### src/ffba_pkg.sv
// Shared constants and result codes for the first-fit bitmap allocator.
// No dependencies.
package ffba_pkg;

	localparam int POOL_BYTES_DEF = 1024;
	localparam int WORD_BITS_DEF  = 16;

	localparam int LEN_W = 11;
	localparam int OFF_W = 10;
	localparam int ST_W  = 2;

	localparam logic MODE_ALLOC = 1'b0;
	localparam logic MODE_FREE  = 1'b1;

	localparam logic [ST_W-1:0] ST_OK      = 2'd0;
	localparam logic [ST_W-1:0] ST_NOSPACE = 2'd1;
	localparam logic [ST_W-1:0] ST_RANGE   = 2'd2;

endpackage

### src/ffba_ram.sv
// Generic simple dual-port RAM with one write port and a registered read port.
// No dependencies.
module ffba_ram #(
	parameter int WIDTH = 16,
	parameter int DEPTH = 64,
	parameter int AW    = (DEPTH > 1) ? $clog2(DEPTH) : 1
) (
	input  logic             clk,
	input  logic             we,
	input  logic [AW-1:0]    waddr,
	input  logic [WIDTH-1:0] wdata,
	input  logic [AW-1:0]    raddr,
	output logic [WIDTH-1:0] rdata
);

	logic [WIDTH-1:0] mem_q [DEPTH];

	always_ff @(posedge clk) begin
		if (we) begin
			mem_q[waddr] <= wdata;
		end
		rdata <= mem_q[raddr];
	end

endmodule

### src/first_fit_bitmap_allocator.sv
// First-fit bitmap allocator top level: used map in one RAM, scan and mark sequencer.
// Depends on ffba_pkg and ffba_ram.
//
// The used map holds one bit per pool byte in RAM words of WORD_BITS bits. After reset the
// block clears the map word by word and holds in_stall high meanwhile. An allocate scans
// the map one word per cycle from word 0 until the first fitting run ends or the map runs
// out, then does a read-modify-write on each word that the run touches. A free does a
// read-modify-write on each word it touches. Zero-length requests, too-long allocates and
// out-of-range frees answer without touching the map. One item is worked on at a time.
module first_fit_bitmap_allocator
	#(
	parameter int POOL_BYTES = ffba_pkg::POOL_BYTES_DEF,
	parameter int WORD_BITS  = ffba_pkg::WORD_BITS_DEF
) (
	input  logic                        clk,
	input  logic                        arst_n,
	input  logic                        in_valid,
	output logic                        in_stall,
	input  logic                        mode,
	input  logic [ffba_pkg::LEN_W-1:0] length,
	input  logic [ffba_pkg::OFF_W-1:0] offset,
	output logic                        out_valid,
	input  logic                        out_stall,
	output logic [ffba_pkg::ST_W-1:0]  status,
	output logic [ffba_pkg::OFF_W-1:0] start_offset
);
	import ffba_pkg::*;

	localparam int DEPTH = (POOL_BYTES + WORD_BITS - 1) / WORD_BITS;
	localparam int AW    = (DEPTH > 1) ? $clog2(DEPTH) : 1;
	localparam int CW    = $clog2(DEPTH + 1);
	localparam int LW    = (WORD_BITS > 1) ? $clog2(WORD_BITS) : 1;
	localparam int XW    = AW + LW;
	localparam int WW    = XW + 1;
	localparam int AB    = $clog2(POOL_BYTES + 1);
	localparam int SW    = (AB > LEN_W + 1) ? AB : LEN_W + 1;
	localparam int RW    = ((LEN_W > LW) ? LEN_W : LW) + 2;

	typedef enum logic [5:0] {
		S_CLEAR = 6'b000001,
		S_IDLE  = 6'b000010,
		S_SCAN  = 6'b000100,
		S_MRD   = 6'b001000,
		S_MWR   = 6'b010000,
		S_DONE  = 6'b100000
	} state_t;

	state_t              state_q;
	logic [AW-1:0]       clr_q;
	logic [CW-1:0]       iss_q;
	logic [AW-1:0]       ev_s1;
	logic                rv_s1;
	logic [LEN_W-1:0]    len_q;
	logic [RW-1:0]       run_q;
	logic [XW-1:0]       lo_q;
	logic [XW-1:0]       hi_q;
	logic [AW-1:0]       widx_q;
	logic                mark_q;
	logic [ST_W-1:0]     res_st_q;
	logic [OFF_W-1:0]    res_off_q;
	logic                out_valid_q;
	logic [ST_W-1:0]     status_q;
	logic [OFF_W-1:0]    start_q;

	logic                  we;
	logic [AW-1:0]         waddr;
	logic [WORD_BITS-1:0]  wdata;
	logic [AW-1:0]         raddr;
	logic [WORD_BITS-1:0]  rd_data;
	logic [WORD_BITS-1:0]  mask;
	logic [WORD_BITS-1:0]  clr_data;
	logic                  hit;
	logic [LW-1:0]         hit_bit;
	logic [RW-1:0]         run_last;
	logic [XW-1:0]         end_abs;
	logic [SW-1:0]         free_end;
	logic                  in_fire;
	logic                  out_fire;

	ffba_ram #(
		.WIDTH(WORD_BITS),
		.DEPTH(DEPTH),
		.AW   (AW)
	) u_map (
		.clk  (clk),
		.we   (we),
		.waddr(waddr),
		.wdata(wdata),
		.raddr(raddr),
		.rdata(rd_data)
	);

	assign in_fire   = in_valid && !in_stall;
	assign out_fire  = out_valid_q && !out_stall;
	assign in_stall  = (state_q != S_IDLE);
	assign out_valid = out_valid_q;
	assign status    = status_q;
	assign start_offset = start_q;
	assign free_end  = SW'(offset) + SW'(length);

	always_comb begin
		logic          found;
		logic [LW-1:0] last_used;
		logic [RW-1:0] run_i;
		hit      = 1'b0;
		hit_bit  = '0;
		run_last = '0;
		for (int i = 0; i < WORD_BITS; i++) begin
			found     = 1'b0;
			last_used = '0;
			for (int j = 0; j <= i; j++) begin
				if (rd_data[j]) begin
					found     = 1'b1;
					last_used = LW'(j);
				end
			end
			if (found) begin
				run_i = RW'(i) - RW'(last_used);
			end else begin
				run_i = run_q + RW'(i + 1);
			end
			if (!rd_data[i] && (run_i >= RW'(len_q)) && !hit) begin
				hit     = 1'b1;
				hit_bit = LW'(i);
			end
			if (i == WORD_BITS - 1) begin
				run_last = rd_data[i] ? '0 : run_i;
			end
		end
		end_abs = (XW'(ev_s1) << LW) | XW'(hit_bit);
	end

	always_comb begin
		logic [XW-1:0] a;
		logic [WW-1:0] b;
		for (int i = 0; i < WORD_BITS; i++) begin
			a           = (XW'(widx_q) << LW) | XW'(i);
			mask[i]     = (a >= lo_q) && (a <= hi_q);
			b           = (WW'(clr_q) << LW) | WW'(i);
			clr_data[i] = (b >= WW'(POOL_BYTES));
		end
	end

	always_comb begin
		we    = 1'b0;
		waddr = widx_q;
		wdata = mark_q ? (rd_data | mask) : (rd_data & ~mask);
		raddr = widx_q;
		unique case (state_q)
			S_CLEAR: begin
				we    = 1'b1;
				waddr = clr_q;
				wdata = clr_data;
			end
			S_SCAN: begin
				raddr = iss_q[AW-1:0];
			end
			S_MWR: begin
				we = 1'b1;
			end
			default: begin
			end
		endcase
	end

	always_ff @(posedge clk or negedge arst_n) begin
		if (!arst_n) begin
			state_q     <= S_CLEAR;
			clr_q       <= '0;
			rv_s1       <= 1'b0;
			out_valid_q <= 1'b0;
		end else begin
			if (state_q == S_DONE && (!out_valid_q || !out_stall)) begin
				out_valid_q <= 1'b1;
			end else if (out_fire) begin
				out_valid_q <= 1'b0;
			end
			rv_s1 <= (state_q == S_SCAN) && (iss_q < CW'(DEPTH))
				&& !(rv_s1 && (hit || (ev_s1 == AW'(DEPTH - 1))));
			unique case (state_q)
				S_CLEAR: begin
					clr_q <= clr_q + AW'(1);
					if (clr_q == AW'(DEPTH - 1)) begin
						state_q <= S_IDLE;
					end
				end
				S_IDLE: begin
					if (in_fire) begin
						res_off_q <= '0;
						len_q     <= length;
						if (mode == MODE_ALLOC) begin
							mark_q <= 1'b1;
							if (length == '0) begin
								res_st_q <= ST_OK;
								state_q  <= S_DONE;
							end else if (SW'(length) > SW'(POOL_BYTES)) begin
								res_st_q <= ST_NOSPACE;
								state_q  <= S_DONE;
							end else begin
								res_st_q <= ST_OK;
								iss_q    <= '0;
								run_q    <= '0;
								state_q  <= S_SCAN;
							end
						end else begin
							mark_q <= 1'b0;
							if (free_end > SW'(POOL_BYTES)) begin
								res_st_q <= ST_RANGE;
								state_q  <= S_DONE;
							end else if (length == '0) begin
								res_st_q <= ST_OK;
								state_q  <= S_DONE;
							end else begin
								res_st_q <= ST_OK;
								lo_q     <= XW'(offset);
								hi_q     <= XW'(free_end - SW'(1));
								widx_q   <= AW'(XW'(offset) >> LW);
								state_q  <= S_MRD;
							end
						end
					end
				end
				S_SCAN: begin
					if (iss_q < CW'(DEPTH)) begin
						iss_q <= iss_q + CW'(1);
						ev_s1 <= iss_q[AW-1:0];
					end
					if (rv_s1) begin
						if (hit) begin
							lo_q      <= end_abs + XW'(1) - XW'(len_q);
							hi_q      <= end_abs;
							widx_q    <= AW'((end_abs + XW'(1) - XW'(len_q)) >> LW);
							res_off_q <= OFF_W'(end_abs + XW'(1) - XW'(len_q));
							state_q   <= S_MRD;
						end else if (ev_s1 == AW'(DEPTH - 1)) begin
							res_st_q <= ST_NOSPACE;
							state_q  <= S_DONE;
						end else begin
							run_q <= run_last;
						end
					end
				end
				S_MRD: begin
					state_q <= S_MWR;
				end
				S_MWR: begin
					if (widx_q == AW'(hi_q >> LW)) begin
						state_q <= S_DONE;
					end else begin
						widx_q  <= widx_q + AW'(1);
						state_q <= S_MRD;
					end
				end
				S_DONE: begin
					if (!out_valid_q || !out_stall) begin
						status_q    <= res_st_q;
						start_q     <= res_off_q;
						state_q     <= S_IDLE;
					end
				end
				default: begin
					state_q <= S_CLEAR;
				end
			endcase
		end
	end

`ifndef SYNTH
	a_write_state: assert property (@(posedge clk) disable iff (!arst_n)
		we |-> (state_q == S_CLEAR || state_q == S_MWR))
		else $error("map written outside clear or mark");
	a_out_from_done: assert property (@(posedge clk) disable iff (!arst_n)
		$rose(out_valid_q) |-> $past(state_q == S_DONE))
		else $error("result raised without completion");
	a_status_code: assert property (@(posedge clk) disable iff (!arst_n)
		out_valid_q |-> (status_q == ST_OK || status_q == ST_NOSPACE || status_q == ST_RANGE))
		else $error("bad status code");
	a_fail_zero: assert property (@(posedge clk) disable iff (!arst_n)
		(out_valid_q && status_q != ST_OK) |-> (start_q == '0))
		else $error("failed item carries nonzero offset");
	a_mark_bound: assert property (@(posedge clk) disable iff (!arst_n)
		(state_q == S_MWR) |-> (widx_q <= AW'(hi_q >> LW)))
		else $error("mark word beyond run end");
`endif

endmodule

### config.mk
export PLATFORM = sky130hd
export DESIGN_NAME = first_fit_bitmap_allocator
export DESIGN_NICKNAME = d
export VERILOG_FILES = /design/src/ffba_pkg.sv /design/src/ffba_ram.sv /design/src/first_fit_bitmap_allocator.sv
export SDC_FILE = /design/constraint.sdc
export NUM_CORES = 2
export LEC_CHECK = 0
export BUFFER_PORTS_ARGS = -buffer_cell sky130_fd_sc_hd__buf_2
export CAP_MARGIN = 15
export CORE_ASPECT_RATIO = 0.8
export CORE_UTILIZATION = 64
export DETAILED_ROUTE_END_ITERATION = 10
export GPL_TIMING_DRIVEN = 0
export PLACE_DENSITY = 0.87
export SLEW_MARGIN = 5
export SYNTH_ARGS = -nofsm -noshare
export SYNTH_HDL_FRONTEND = slang
export SYNTH_SLANG_ARGS = --single-unit
### constraint.sdc
create_clock -name clk -period 7.8 [get_ports clk]
set_input_delay 0 -clock clk [delete_from_list [all_inputs] [get_ports clk]]
set_output_delay 0 -clock clk [all_outputs]
set_load 0.05 [all_outputs]
==> results_dict.tcl <==
set metrics [dict create \
    status "completed" \
    setup_viol 0 \
    most-common-layout-cells "nand2_1 (1,143), edfxtp_1 (1,112), nand3_1 (418), ha_1 (247), clkbuf_1 (237)" \
    period_share_pct 96.97 \
    skew_ns 0.05002 \
    crit_arrival_ns 8.00 \
    cpPeakStageDelay_ns 0.62 \
    synth_edf_count 1112 \
    place.gp.congestion 1.022 \
    hpwlAfterDp_microns 133400 \
    clk_pin_slew_ns 0.07 \
    dpl_cell_area_sq_um 58640 \
    syn-num-nets 5224 \
    vdd_drop_max_mv 0.2473 \
    drt_iter0_markers 8791 \
    drv_cap 0 \
    clock_sinks 1142 \
    cts_tree "built" \
    n_fill_cell 5561 \
    io_buffer_count 39 \
    required_ns 8.24 \
    syn_to_final_growth_pct 11.95 \
    ant_nets 0 \
    clock-root-buffer "clkbuf_16" \
    async_flop_share_pct 1.226 \
    synth.top_cell.area_share_pct 59.95 \
    final_core_util_pct 72.50 \
    startpoint_type "flop" \
    firstDrtPassIters 8 \
    rsz0062_at_grt "false" \
    synth_area_leaders "edfxtp_1 (60%), nand2_1 (7.7%), ha_1 (5.6%), nand3_1 (3.8%), a311oi_1 (2.8%)" \
    coreArea_sq_um 86000 \
    cts.path.max_buffers 3 \
    synth_area_per_cell_sq_um 11.26 \
    grt_pass1_wl_microns 276900 \
    wire_per_inst_microns 30.15 \
    cp_slowest_cell "edfxtp_1" \
    layout_commonest_cell "nand2_1" \
    grt-ovfl-total 0 \
    synth-main-ff-cell "edfxtp_1" \
    cp_max_fo 9 \
    synth_top_area_cell "edfxtp_1" \
    nets 5469 \
    crit_top_cell "o21ai_0" \
    yosysSeqAreaShare_pct 61.16 \
    grt_pass1_vias 42305 \
    die_w_microns 331.8 \
    fmaxAchievable_mhz 132.2 \
    dieHeight_microns 265.9 \
    dieArea_sq_um 88220 \
    cts_buffers 104 \
    final_max_slew_viol_count 0 \
    placed_cells 6184 \
    avgViaCountPerCell 7.072 \
    drive_gt1_share_pct 8.174 \
    ys_types 82 \
    hold_viol 0 \
    synth_area_sq_um 55700 \
    rows 96 \
    antenna_found_initial 9 \
    wl_microns 193100 \
    drc 0 \
    final_area_sq_um 62350 \
    grt_max_degree 41 \
    vias 45281 \
    synth-seq-cells 1142 \
    fin_cells 6403 \
    tightest_slew_ns 1.380 \
    regArea_sq_um 34070 \
    cts_max_level 3 \
    hold_path_class "in2reg" \
    syn_inst 4948 \
    synth-warning-count 0 \
    initial_core_util_pct 64.77 \
    multi_input_area_sq_um 20500 \
    endpoint_kind "flop" \
    cellPowerDensity_nw_per_um2 280.2 \
    criticalPathCategory "reg2reg" \
    io_pins 40 \
    grtUsageTotal_pct 43.13 \
    slew-limit-headroom_pct 7.394 \
    p_leak_nw 22.55 \
    fin_crit_ns 7.563 \
    clock_latency_ns 0.72 \
]
-- final timing paths --
path	slack, ns	from	cells past startpoint	end
max	0.24	run_q[2]$_SDFFCE_PP0P_	29	widx_q[5]$_DFFE_PP_
min	0.09	length[10]	2	len_q[10]$_DFFE_PP_
max reg2reg	0.24	run_q[2]$_SDFFCE_PP0P_	29	widx_q[5]$_DFFE_PP_
min reg2reg	0.42	res_off_q[0]$_SDFFCE_PN0P_	0	start_offset[0]$_DFFE_PP_
max in group asynchronous	6.32	arst_n	4	state_q[1]$_DFFE_PN0P_
min in group asynchronous	0.42	arst_n	3	state_q[0]$_DFFE_PN1P_
-- critical path, delay by kind of cell (launching register included) --
family	cells	cell delay [ns]
AO/OA/AOI/OAI	16	3.47
adder cells (fa/ha/maj)	5	1.56
buffers and inverters	4	0.86
flip-flops	1	0.62
XOR/XNOR	1	0.40
AND/OR/NAND/NOR	3	0.40
-- cell families after synthesis --
logic type | after synthesis | share of synthesized area (%)
AO/OA/AOI/OAI | 755 | 9.650
XOR/XNOR | 152 | 2.390
adder cells (fa/ha/maj) | 250 | 5.643
buffers and inverters | 382 | 2.698
flip-flops | 1142 | 61.16
multiplexers | 37 | 0.6807
AND/OR/NAND/NOR | 2230 | 17.78
-- where the power goes --
group / switching (mW) / leakage [nW] / internal (mW)
Sequential: 0.159 / 10.5 / 7.81
Combinational: 3.32 / 10.5 / 1.24
Clock: 2.32 / 1.56 / 2.62
Total: 5.79 / 22.6 / 11.7
-- area by class of cell --
type	instances	area share [%]
multi-input combinational	3424	32.87
timing repair buffer	144	2.615
clock inverter	51	0.6943
clock buffer	135	4.459
inverter	70	0.4214
antenna	3	0.01204
buffer	307	2.021
tap	1127	2.261
sequential	1142	54.64
-- layer usage --
layer	wire [microns]	vias up	global-route usage, %
li1	-	18811	-
met1	68790	21455	58.88
met2	82090	4229	63.14
met3	30230	774	12.87
met4	11860	12	21.92
met5	81	-	0
-- registers in the layout, summed over array words and instances, names as in the netlist, 2 cells and up --
| register | flops |
|---|---|
| clr_q | 6 |
| ev_s1 | 6 |
| hi_q | 10 |
| iss_q | 7 |
| len_q | 11 |
| lo_q | 10 |
| res_off_q | 10 |
| res_st_q | 2 |
| run_q | 13 |
| start_offset | 10 |
| state_q | 6 |
| status | 2 |
| u_map.mem_q | 1024 |
| u_map.rdata | 16 |
| widx_q | 6 |
-- cell usage after synthesis (all sizes together) (16+ instances only) --
master,number
a211oi,39
a21o,36
a21oi,134
a221o,16
a311o,18
a311oi,180
a31oi,51
and3,130
buf,86
clkbuf,226
dfxtp,16
edfxtp,1112
ha,248
inv,70
mux2i,30
nand2,1144
nand2b,27
nand3,420
nand4,23
nor2,277
nor2b,26
nor3,47
nor4,26
o21ai,123
o31ai,29
o32ai,18
or3,48
xnor2,80
xor2,72
-- stage by stage --
stage | TNS (ns) | hold slack (ns) | power (mW) | worst slack [ns]
6_report | 0 | 0.08640 | 17.47 | 0.2367
5_1_grt | 0 | 0.1020 | 17.79 | 0.005786
4_1_cts | 0 | 0.06193 | 17.14 | 0.01593
3_5_place_dp | -3.914 | -0.05676 | 12.31 | -0.7558
3_3_place_gp | -104.70 | -0.06331 | 11.82 | -0.7748
2_1_floorplan | 0 | -0.2956 | 10.19 | 1.206
-- repair_timing --
action | 4_1_cts | 5_1_grt
hold buffers | 28 | 0
resized for setup | 9 | 58
endpoints found under the setup margin | 11 | 8
hold endpoints to repair | 50 | 0
setup buffers | 1 | 2
pin swaps | 1 | 6
Note: power is estimated with default switching activity, not from simulation.
